$ cat config.mk
export PLATFORM = sky130hd
export DESIGN_NAME = hbleg_ctrl
export DESIGN_NICKNAME = d
export VERILOG_FILES = /design/src/hdl/hbleg_pkg.sv /design/src/hdl/hbleg_ctrl.sv
export SDC_FILE = /design/constraint.sdc
export NUM_CORES = 1
export LEC_CHECK = 0
export ABC_AREA = 1
export BUFFER_PORTS_ARGS = -buffer_cell sky130_fd_sc_hd__buf_2
export CORE_UTILIZATION = 55
export DETAILED_ROUTE_END_ITERATION = 16
export PLACE_DENSITY = 0.88
export SLEW_MARGIN = 40
export SYNTH_ARGS = -nofsm -noshare
export SYNTH_HDL_FRONTEND = slang
export SYNTH_SLANG_ARGS = --single-unit
$ cat constraint.sdc
create_clock -name clk_i -period 3.3 [get_ports clk_i]
set_clock_uncertainty 0.1 [all_clocks]
set_input_delay 0.33 -clock clk_i [delete_from_list [all_inputs] [get_ports clk_i]]
set_output_delay 0.33 -clock clk_i [all_outputs]
set_load 0.02 [all_outputs]
$ cat src/hdl/hbleg_pkg.sv
// Types, constants, microcode table and arithmetic helpers of the half-bridge leg step unit.
package hbleg_pkg;

  localparam int unsigned TMP_DEPTH = 32;
  localparam int unsigned TMP_AW    = 5;
  localparam int unsigned PC_W      = 6;
  localparam int unsigned CFG_IDX_W = 3;
  localparam int unsigned CFG_W     = 63;

  typedef logic signed [63:0]  q_t;
  typedef logic [CFG_W-1:0]    ucfg_t;
  typedef logic [TMP_AW-1:0]   tmp_t;
  typedef logic [PC_W-1:0]     pc_t;
  typedef logic [2:0]          step_t;

  typedef struct packed {
    q_t   positive_node_voltage;
    q_t   negative_node_voltage;
    q_t   ground_node_voltage;
    q_t   output_node_voltage;
    logic gate_upper;
    logic gate_lower;
  } hbleg_in_t;

  typedef struct packed {
    q_t cap_pos_voltage;
    q_t cap_neg_voltage;
    q_t leg_current;
    q_t pos_source_contribution;
    q_t neg_source_contribution;
  } hbleg_out_t;

  typedef enum logic [CFG_IDX_W-1:0] {
    CFG_TIME_STEP       = 3'd0,
    CFG_INDUCTANCE      = 3'd1,
    CFG_INV_INDUCTANCE  = 3'd2,
    CFG_LEG_RESISTANCE  = 3'd3,
    CFG_DIODE_THRESHOLD = 3'd4,
    CFG_SOURCE_GAIN     = 3'd5,
    CFG_LOAD_GAIN       = 3'd6
  } cfg_idx_e;

  localparam ucfg_t RST_ONE         = 63'd4294967296;
  localparam ucfg_t RST_SOURCE_GAIN = 63'd42949672960000;
  localparam q_t    RST_THRESHOLD   = 64'sd4294967296;

  localparam q_t Q_MAX  = 64'sh7FFF_FFFF_FFFF_FFFF;
  localparam q_t Q_MIN  = 64'sh8000_0000_0000_0000;
  localparam q_t Q_HALF = 64'sd2147483648;
  localparam q_t Q_RSW  = 64'sd429497;
  localparam q_t Q_RSWH = 64'sd214748;
  localparam q_t Q_GSW  = 64'sd42949672960000;

  // rounding offsets: half LSB, plus one to finish a two's complement negate
  localparam logic [127:0] RND_POS = 128'h8000_0000;
  localparam logic [127:0] RND_NEG = 128'h8000_0001;

  localparam step_t MUL_LAST_STEP = 3'd4;

  typedef enum logic [2:0] {
    OP_ADD,
    OP_SUB,
    OP_MUL,
    OP_DECIDE,
    OP_WR_CAP,
    OP_WR_LEG,
    OP_WR_SRC,
    OP_DONE
  } op_e;

  typedef enum logic [4:0] {
    SRC_VP, SRC_VN, SRC_VG, SRC_VA,
    SRC_VCP, SRC_VCN, SRC_I0, SRC_SLP,
    SRC_TS, SRC_L, SRC_IL, SRC_R, SRC_SG, SRC_LG,
    SRC_HALF, SRC_RSW, SRC_RSWH, SRC_GSW, SRC_ZERO,
    SRC_TMP,
    SRC_SEL_IP, SRC_SEL_IN, SRC_SEL_VSUM, SRC_SEL_COEF, SRC_SEL_I0
  } src_e;

  typedef struct packed {
    src_e kind;
    tmp_t tmp;
  } opnd_t;

  typedef struct packed {
    op_e   op;
    opnd_t a;
    opnd_t b;
    tmp_t  dst;
  } uop_t;

  typedef enum logic [2:0] {
    ST_IDLE, ST_READ, ST_EXEC, ST_MLOAD, ST_MPP, ST_MFIN, ST_DONE
  } ctrl_state_e;

  typedef struct packed {
    logic  load_in;
    logic  exec;
    logic  mul_load;
    logic  mul_step;
    logic  mul_fin;
    logic  load_out;
    step_t step;
    uop_t  uop;
  } cmd_t;

  // scratch slots; the early ones are reused once their first values are dead
  localparam tmp_t T_VCPG = tmp_t'(0);
  localparam tmp_t T_VCNG = tmp_t'(1);
  localparam tmp_t T_M1   = tmp_t'(2);
  localparam tmp_t T_M2   = tmp_t'(3);
  localparam tmp_t T_X    = tmp_t'(4);
  localparam tmp_t T_VSP  = tmp_t'(5);
  localparam tmp_t T_S    = tmp_t'(6);
  localparam tmp_t T_H    = tmp_t'(7);
  localparam tmp_t T_H2   = tmp_t'(8);
  localparam tmp_t T_Q    = tmp_t'(9);
  localparam tmp_t T_VST  = tmp_t'(10);
  localparam tmp_t T_ROL  = tmp_t'(11);
  localparam tmp_t T_D1   = tmp_t'(12);
  localparam tmp_t T_D2   = tmp_t'(13);
  localparam tmp_t T_P    = tmp_t'(14);
  localparam tmp_t T_CF   = tmp_t'(15);
  localparam tmp_t T_A1   = tmp_t'(16);
  localparam tmp_t T_IPS  = tmp_t'(17);
  localparam tmp_t T_A2   = tmp_t'(18);
  localparam tmp_t T_INS  = tmp_t'(19);
  localparam tmp_t T_PA   = tmp_t'(20);
  localparam tmp_t T_PB   = tmp_t'(21);
  localparam tmp_t T_PM   = tmp_t'(22);
  localparam tmp_t T_PS   = tmp_t'(23);
  localparam tmp_t T_PC   = tmp_t'(24);
  localparam tmp_t T_VCPN = tmp_t'(25);
  localparam tmp_t T_NA   = tmp_t'(26);
  localparam tmp_t T_NB   = tmp_t'(27);
  localparam tmp_t T_NM   = tmp_t'(28);
  localparam tmp_t T_NS   = tmp_t'(29);
  localparam tmp_t T_NC   = tmp_t'(30);
  localparam tmp_t T_VCNN = tmp_t'(31);
  localparam tmp_t T_D    = tmp_t'(2);
  localparam tmp_t T_E    = tmp_t'(3);
  localparam tmp_t T_F    = tmp_t'(4);
  localparam tmp_t T_SLP  = tmp_t'(5);
  localparam tmp_t T_G    = tmp_t'(6);
  localparam tmp_t T_ILA  = tmp_t'(7);
  localparam tmp_t T_O3   = tmp_t'(8);
  localparam tmp_t T_O4   = tmp_t'(9);

  function automatic opnd_t os(input src_e k);
    opnd_t o;
    o.kind = k;
    o.tmp  = T_VCPG;
    return o;
  endfunction

  function automatic opnd_t ot(input tmp_t i);
    opnd_t o;
    o.kind = SRC_TMP;
    o.tmp  = i;
    return o;
  endfunction

  function automatic uop_t mk(input op_e op, input opnd_t a, input opnd_t b, input tmp_t dst);
    uop_t u;
    u.op  = op;
    u.a   = a;
    u.b   = b;
    u.dst = dst;
    return u;
  endfunction

  function automatic uop_t uop_at(input pc_t pc);
    uop_t u;
    unique case (pc)
      6'd0:  u = mk(OP_ADD, os(SRC_VCP), os(SRC_VG), T_VCPG);
      6'd1:  u = mk(OP_ADD, os(SRC_VCN), os(SRC_VG), T_VCNG);
      6'd2:  u = mk(OP_MUL, os(SRC_L), os(SRC_SLP), T_M1);
      6'd3:  u = mk(OP_MUL, os(SRC_I0), os(SRC_R), T_M2);
      6'd4:  u = mk(OP_ADD, ot(T_M1), ot(T_M2), T_X);
      6'd5:  u = mk(OP_ADD, ot(T_X), os(SRC_VA), T_VSP);
      6'd6:  u = mk(OP_ADD, os(SRC_VCP), os(SRC_VCN), T_S);
      6'd7:  u = mk(OP_MUL, os(SRC_HALF), ot(T_S), T_H);
      6'd8:  u = mk(OP_ADD, ot(T_H), os(SRC_VG), T_H2);
      6'd9:  u = mk(OP_MUL, os(SRC_RSWH), os(SRC_I0), T_Q);
      6'd10: u = mk(OP_SUB, ot(T_H2), ot(T_Q), T_VST);
      6'd11: u = mk(OP_MUL, os(SRC_R), os(SRC_IL), T_ROL);
      6'd12: u = mk(OP_SUB, ot(T_VSP), ot(T_VCPG), T_D1);
      6'd13: u = mk(OP_SUB, ot(T_VCNG), ot(T_VSP), T_D2);
      6'd14: u = mk(OP_DECIDE, ot(T_D1), ot(T_D2), T_VCPG);
      6'd15: u = mk(OP_MUL, os(SRC_RSW), os(SRC_IL), T_P);
      6'd16: u = mk(OP_ADD, ot(T_P), ot(T_ROL), T_CF);
      6'd17: u = mk(OP_SUB, ot(T_VCPG), ot(T_VST), T_A1);
      6'd18: u = mk(OP_MUL, os(SRC_GSW), ot(T_A1), T_IPS);
      6'd19: u = mk(OP_SUB, ot(T_VCNG), ot(T_VST), T_A2);
      6'd20: u = mk(OP_MUL, os(SRC_GSW), ot(T_A2), T_INS);
      6'd21: u = mk(OP_SUB, os(SRC_VP), os(SRC_VCP), T_PA);
      6'd22: u = mk(OP_SUB, ot(T_PA), os(SRC_VG), T_PB);
      6'd23: u = mk(OP_MUL, os(SRC_SG), ot(T_PB), T_PM);
      6'd24: u = mk(OP_ADD, os(SRC_VCP), ot(T_PM), T_PS);
      6'd25: u = mk(OP_MUL, os(SRC_LG), os(SRC_SEL_IP), T_PC);
      6'd26: u = mk(OP_SUB, ot(T_PS), ot(T_PC), T_VCPN);
      6'd27: u = mk(OP_SUB, os(SRC_VN), os(SRC_VCN), T_NA);
      6'd28: u = mk(OP_SUB, ot(T_NA), os(SRC_VG), T_NB);
      6'd29: u = mk(OP_MUL, os(SRC_SG), ot(T_NB), T_NM);
      6'd30: u = mk(OP_ADD, os(SRC_VCN), ot(T_NM), T_NS);
      6'd31: u = mk(OP_MUL, os(SRC_LG), os(SRC_SEL_IN), T_NC);
      6'd32: u = mk(OP_SUB, ot(T_NS), ot(T_NC), T_VCNN);
      6'd33: u = mk(OP_SUB, os(SRC_SEL_VSUM), os(SRC_VA), T_D);
      6'd34: u = mk(OP_MUL, os(SRC_IL), ot(T_D), T_E);
      6'd35: u = mk(OP_MUL, os(SRC_SEL_COEF), os(SRC_SEL_I0), T_F);
      6'd36: u = mk(OP_SUB, ot(T_E), ot(T_F), T_SLP);
      6'd37: u = mk(OP_MUL, os(SRC_TS), ot(T_SLP), T_G);
      6'd38: u = mk(OP_ADD, os(SRC_SEL_I0), ot(T_G), T_ILA);
      6'd39: u = mk(OP_MUL, ot(T_VCPN), os(SRC_GSW), T_O3);
      6'd40: u = mk(OP_MUL, ot(T_VCNN), os(SRC_GSW), T_O4);
      6'd41: u = mk(OP_WR_CAP, ot(T_VCPN), ot(T_VCNN), T_VCPG);
      6'd42: u = mk(OP_WR_LEG, ot(T_ILA), ot(T_SLP), T_VCPG);
      6'd43: u = mk(OP_WR_SRC, ot(T_O3), ot(T_O4), T_VCPG);
      default: u = mk(OP_DONE, os(SRC_ZERO), os(SRC_ZERO), T_VCPG);
    endcase
    return u;
  endfunction

  // saturating add or subtract on Q32.32
  function automatic q_t sat_addsub(input q_t a, input q_t b, input logic sub);
    logic [64:0] s;
    s = sub ? ({a[63], a} - {b[63], b}) : ({a[63], a} + {b[63], b});
    if (s[64] != s[63]) begin
      return s[64] ? Q_MIN : Q_MAX;
    end
    return q_t'(s[63:0]);
  endfunction

endpackage

$ cat src/hdl/hbleg_ctrl.sv
// Microcode sequencer: walks the step program and drives the datapath commands.
module hbleg_ctrl import hbleg_pkg::*; (
  input  logic clk_i,
  input  logic rst_ni,
  input  logic in_valid_i,
  output logic in_ready_o,
  output logic out_valid_o,
  input  logic out_ready_i,
  output cmd_t cmd_o
);

  ctrl_state_e state_q, state_d;
  pc_t         pc_q, pc_d;
  step_t       step_q, step_d;
  logic        out_valid_q, out_valid_d;
  uop_t        uop;

  assign uop = uop_at(pc_q);

  always_ff @(posedge clk_i or negedge rst_ni) begin
    if (!rst_ni) begin
      state_q     <= ST_IDLE;
      pc_q        <= '0;
      step_q      <= '0;
      out_valid_q <= 1'b0;
    end else begin
      state_q     <= state_d;
      pc_q        <= pc_d;
      step_q      <= step_d;
      out_valid_q <= out_valid_d;
    end
  end

  always_comb begin
    state_d       = state_q;
    pc_d          = pc_q;
    step_d        = step_q;
    in_ready_o    = 1'b0;
    cmd_o         = '0;
    cmd_o.uop     = uop;
    cmd_o.step    = step_q;
    unique case (state_q)
      ST_IDLE: begin
        in_ready_o = 1'b1;
        if (in_valid_i) begin
          cmd_o.load_in = 1'b1;
          pc_d          = '0;
          state_d       = ST_READ;
        end
      end
      ST_READ: begin
        if (uop.op == OP_DONE) begin
          state_d = ST_DONE;
        end else if (uop.op == OP_MUL) begin
          state_d = ST_MLOAD;
        end else begin
          state_d = ST_EXEC;
        end
      end
      ST_EXEC: begin
        cmd_o.exec = 1'b1;
        pc_d       = pc_q + 1'b1;
        state_d    = ST_READ;
      end
      ST_MLOAD: begin
        cmd_o.mul_load = 1'b1;
        step_d         = '0;
        state_d        = ST_MPP;
      end
      ST_MPP: begin
        cmd_o.mul_step = 1'b1;
        step_d         = step_q + 1'b1;
        if (step_q == MUL_LAST_STEP) begin
          state_d = ST_MFIN;
        end
      end
      ST_MFIN: begin
        cmd_o.mul_fin = 1'b1;
        pc_d          = pc_q + 1'b1;
        state_d       = ST_READ;
      end
      ST_DONE: begin
        // hold until the output register is free
        if (!out_valid_q || out_ready_i) begin
          cmd_o.load_out = 1'b1;
          state_d        = ST_IDLE;
        end
      end
      default: state_d = ST_IDLE;
    endcase
  end

  always_comb begin
    out_valid_d = out_valid_q;
    if (cmd_o.load_out) begin
      out_valid_d = 1'b1;
    end else if (out_ready_i) begin
      out_valid_d = 1'b0;
    end
  end

  assign out_valid_o = out_valid_q;

endmodule

# ---- After elaboration in Yosys (flattened, before gate mapping)
# Memories as Yosys holds them, arrays and structs flattened.
# Index checks and enable logic that the tools add are counted.
dict set report classes {
  muxes 20
  eq_ne 12
  n_reduce_logical 9
  add_sub_neg 2
}
# operator n
set op_table {}
lappend op_table {{3-bit case mux with 6 select lines} 1}
lappend op_table {{3-bit equality test (second input constant)} 5}
lappend op_table {{1-bit 2-to-1 mux} 12}
lappend op_table {{3-bit 2-to-1 mux} 4}
lappend op_table {{6-bit case mux with 2 select lines} 1}
lappend op_table {{3-bit by 2-bit equality test with 1-bit output (second input constant)} 3}
lappend op_table {{6-bit by 1-bit adder with 6-bit output (second input constant)} 1}
lappend op_table {{6-bit 2-to-1 mux} 1}
lappend op_table {{2-bit != test (second input constant)} 3}
lappend op_table {{3-bit case mux with 2 select lines} 1}
lappend op_table {{2-bit nonzero test} 3}
lappend op_table {{3-bit by 1-bit adder with 3-bit output (second input constant)} 1}
lappend op_table {{3-bit by 1-bit equality test with 1-bit output (second input constant)} 1}
lappend op_table {{3-bit logical NOT} 1}
lappend op_table {{3-bit AND reduction} 1}
lappend op_table {{2-bit AND reduction} 1}
lappend op_table {{2-bit OR reduction} 1}
lappend op_table {{1-bit logical NOT} 1}
lappend op_table {{1-bit logical OR} 1}
dict set report totals {
  mem_bits_ro 1792
  memories 1
  in_bits 4
  out_inout_bits 39
  reg_bits 13
}
# memory words width read_ports rd_clocked_by_memory_dff write_ports line
set mem_list {}
lappend mem_list {{(name not given)} 64 28 1 0 0 hbleg_pkg.sv:174} ;# unique case (pc)

# ---- Logic depth before layout (Yosys ltp)
dict set report depth {
  depth_word 5
  depth_mapped 14
  ltp_nobuf 13
}

# ---- Worst setup path before layout
# OpenSTA, ideal clock, no wires.
dict set report synth_path {
  kind {register to output}
  start {reg pc_q[0]}
  end {out cmd_o[16] (netlist bit)}
  path_buffers 1
  path_slack_ns 0.913
  path_stages_with_launch 10
  arrival_ns 1.957
  required_ns 2.870
  cell_sequence {dfrtp_1 > clkbuf_2 > inv_2 > ha_1 > inv_1 > nor2_1 > inv_1 > nand2_1 > o21ai_0 > a221oi_1}
}
# element line
set synth_lines {}
lappend synth_lines {{start, declared} hbleg_ctrl.sv:13} ;# pc_t pc_q, pc_d;
lappend synth_lines {{start signal, assigned} hbleg_ctrl.sv:28} ;# pc_q <= pc_d;
lappend synth_lines {{end, declared} hbleg_ctrl.sv:9} ;# output cmd_t cmd_o

==> impl_metrics.yaml <==
setup_path:
  crit_family: "simple AND/OR/NAND/NOR gates"
  reg2reg_depth: 11
  critPathMostFrequentCell: "nand2_1"
  end_kind: "primary output"
  critPathSlowestCell: "dfrtp_1"
  required_ps: 2870
  crit_chain: "inv_2 -> ha_1 -> nand2_1 -> o21ai_0 -> nand3_1 -> nand2_1 -> o21bai_1 -> nand2_1 -> inv_1 -> buf_2"
  arrival_ps: 2610
  slowest_delay_ps: 570
  path_buf_inv: 3
  cp-start-kind: "flop"
  path_class: "reg2out"
  worst-path-max-fanout: 11
  cp_num_cells: 10
drt:
  firstDrtPassIters: 8
  wl_mm: 7.685
  wl_met3_mm: 1.081
  ant_nets: 0
  wl_met2_mm: 3.342
  first_iter_violations: 543
  num_vias: 2756
  drc_errors: 0
  top_layer_used: "met4"
  viasPerCell: 6.394
  routedWlPerCell_um: 17.83
  m1WireLength_mm: 2.968
global_route:
  grt_pass1_wl_mm: 12.17
  antenna_found_initial: 0
  grt_start_max_net_pins: 20
  grt_pass1_vias: 2477
  track_usage_pct: 39.21
  grt-ovfl-total: 0
clock_tree:
  cts-root-buf: "clkbuf_8"
  cts_max_level: 1
  cts_tree: "built"
  cts.clk_slew.worst_paths_ps: 70
  cts_hold_buf: 1
  cts_buffers: 3
  clockBufferDepth: 2
  clkSinkCount: 13
  clk_latency_ps: 250
  cts_setup_buffers: 0
  cts-resized-gates: 0
flow_run:
  drv_cap: 0
placement:
  hpwl_mm: 5.742
  numPortBuffers: 42
  place_congestion: 1.122
floorplanning:
  io_pins: 43
  die_x_um: 63.19
  fp.dieH_um: 63.19
  rows: 21
  initial_core_util_pct: 59.38
  dieArea_mm2: 0.003993
  core_area_mm2: 0.003468
hold_path:
  min_path_cells: 4
  hold_class: "in2reg"
pwr:
  power_uw: 2603
  p_leak_uw: 0.001249
  power.density_mw_per_mm2: 1120
  vdd_ir_drop_max_mv: 0.7507
timing:
  report.final.slew_viol_count: 0
  period_needed_ps: 3037
  relSlewSlack_pct: 55.21
  worst_pin_slew_ps: 671.8
  fin_hold_ws_ps: 259.1
  finalHoldViolCount: 0
  setup_viol: 0
  finalSetupTns_ps: 0
  rsz0062_at_grt: "false"
  fin_crit_sh_pct: 92.03
  fmax_mhz: 329.3
synthesis:
  synthFlopType: "dfrtp_1"
  synth-simple-area-share_pct: 32.38
  synth.largest_area_cell: "dfrtp_1"
  synth_top_cell_area_share_pct: 15.80
  synth_top_family_by_area: "simple AND/OR/NAND/NOR gates"
  synth_async_sr_flop_share_pct: 100.0
  synth_compound_gate_area_share_pct: 28.31
  synth_nets: 366
  synthAdderAreaFrac_pct: 9.113
  synth.area.top_cells: "dfrtp_1 16%, nand2_1 15%, o21ai_0 11%"
  postSynthCellCount: 347
  avgSynthCellArea_um2: 5.935
  synth-edff-count: 0
  yosys-mux-area-fraction_pct: 0
  synth_top_cells_by_count: "84 x nand2_1, 44 x o21ai_0, 43 x inv_1"
  yosysWarnings: 0
  netlist_area_mm2: 0.002059
  synth_seq_cells: 13
  yosysMostFrequentCell: "nand2_1"
  ys_types: 38
  synthXorXnorAreaFrac_pct: 0.8505
  synth-seq-area-share_pct: 15.80
final_layout:
  area_delta_synth_final_pct: 12.88
  diodes: 0
  finalNetCount: 405
  drive_gt1_share_pct: 17.92
  fillers: 324
  fin_util_pct: 67.03
outcome:
  outcome: "finished clean"
-- cell type report --
type / count / area [um^2] / share of cell area (%)
clock inverters: 1 / 5.005 / 0.2153
multi-input cells: 271 / 1455 / 62.59
inverters: 50 / 190.2 / 8.181
flip-flops and latches: 13 / 325.3 / 13.99
repair buffers: 47 / 250.2 / 10.76
well taps: 46 / 57.56 / 2.476
clock buffers: 3 / 41.29 / 1.776
-- metal layers --
metal  global-route usage (%)  up-vias
met5                        0        -
met4                    14.49        0
met3                    9.058       47
met2                    60.22      237
met1                    53.17     1234
li1                         -     1238
-- worst reg2reg max path: stages, from the launching register on --
cell	delay (ps)
dfrtp_1	570
inv_2	190
ha_1	410
nand2_1	310
o21ai_0	240
nand3_1	120
nand2_1	60
o21bai_1	120
nand2_1	110
nor2_1	120
nor2_1	50
nor2_1	100
-- report_power, final --
group          switching, uW  internal, uW  total [uW]
sequential               133           217         351
combinational           1460           636        2100
clock                   70.8          83.9         155
-- registers in the layout, indices dropped and copies added, names as in the netlist --
signal and flops:
state_q 3, pc_q 6, out_valid_o 1, step_q 3
-- worst paths after layout --
kind                                             from                      end  slack (ps)
worst max-delay path              pc_q[0]$_DFFE_PN0P_                cmd_o[26]         260
worst min-delay path                      out_ready_i  out_valid_o$_DFFE_PN0P_         260
worst max register to register    pc_q[0]$_DFFE_PN0P_   state_q[0]$_DFFE_PN0P_         730
worst min register to register  step_q[2]$_DFFE_PN0P_    step_q[2]$_DFFE_PN0P_         490
max in group asynchronous                      rst_ni    step_q[2]$_DFFE_PN0P_        2460
min in group asynchronous                      rst_ni   state_q[1]$_DFFE_PN0P_         390
-- metrics by stage --
| stage | worst slack (ps) | instance area, um^2 | instances |
|---|---|---|---|
| after floorplan | 912.7 | 2059 | 347 |
| after global placement | 644.5 | 2268 | 426 |
| after detailed placement | 678.9 | 2268 | 426 |
| after CTS | 393.5 | 2325 | 431 |
| after global routing | 224.3 | 2325 | 431 |
| final | 262.9 | 2325 | 431 |
-- cells in the final DEF, fill, tap and decap left out, types with 2 or more instances in the layout --
cell / synthesis / layout
o21ai_0: 44 / 44
nand3_1: 19 / 19
a211oi_1: 2 / 2
a211o_1: 2 / 2
o211ai_1: 9 / 9
nor3_1: 9 / 9
nor2_1: 36 / 36
buf_2: 4 / 42
clkbuf_8: 0 / 3
inv_1: 43 / 43
inv_2: 5 / 5
dfrtp_1: 13 / 13
o22ai_1: 5 / 5
nor2_2: 3 / 3
nor2_4: 2 / 2
nand2_2: 4 / 4
a21oi_1: 16 / 16
nand2_1: 84 / 84
o31ai_1: 2 / 2
o21bai_1: 3 / 3
a221oi_1: 2 / 2
o221ai_1: 4 / 4
ha_1: 15 / 15
buf_4: 3 / 4
-- kinds of logic (layout without fill, tap and decap cells) --
group                      count (synthesis)  count (layout)
AOI/OAI and AO/OA                         96              96
xor gates and xnor gates                   2               2
adders and majority gates                 15              15
buffers and inverters                     63             101
DFF                                       13              13
and+or+nand+nor                          158             158
Note: power is estimated with default switching activity, not from simulation.
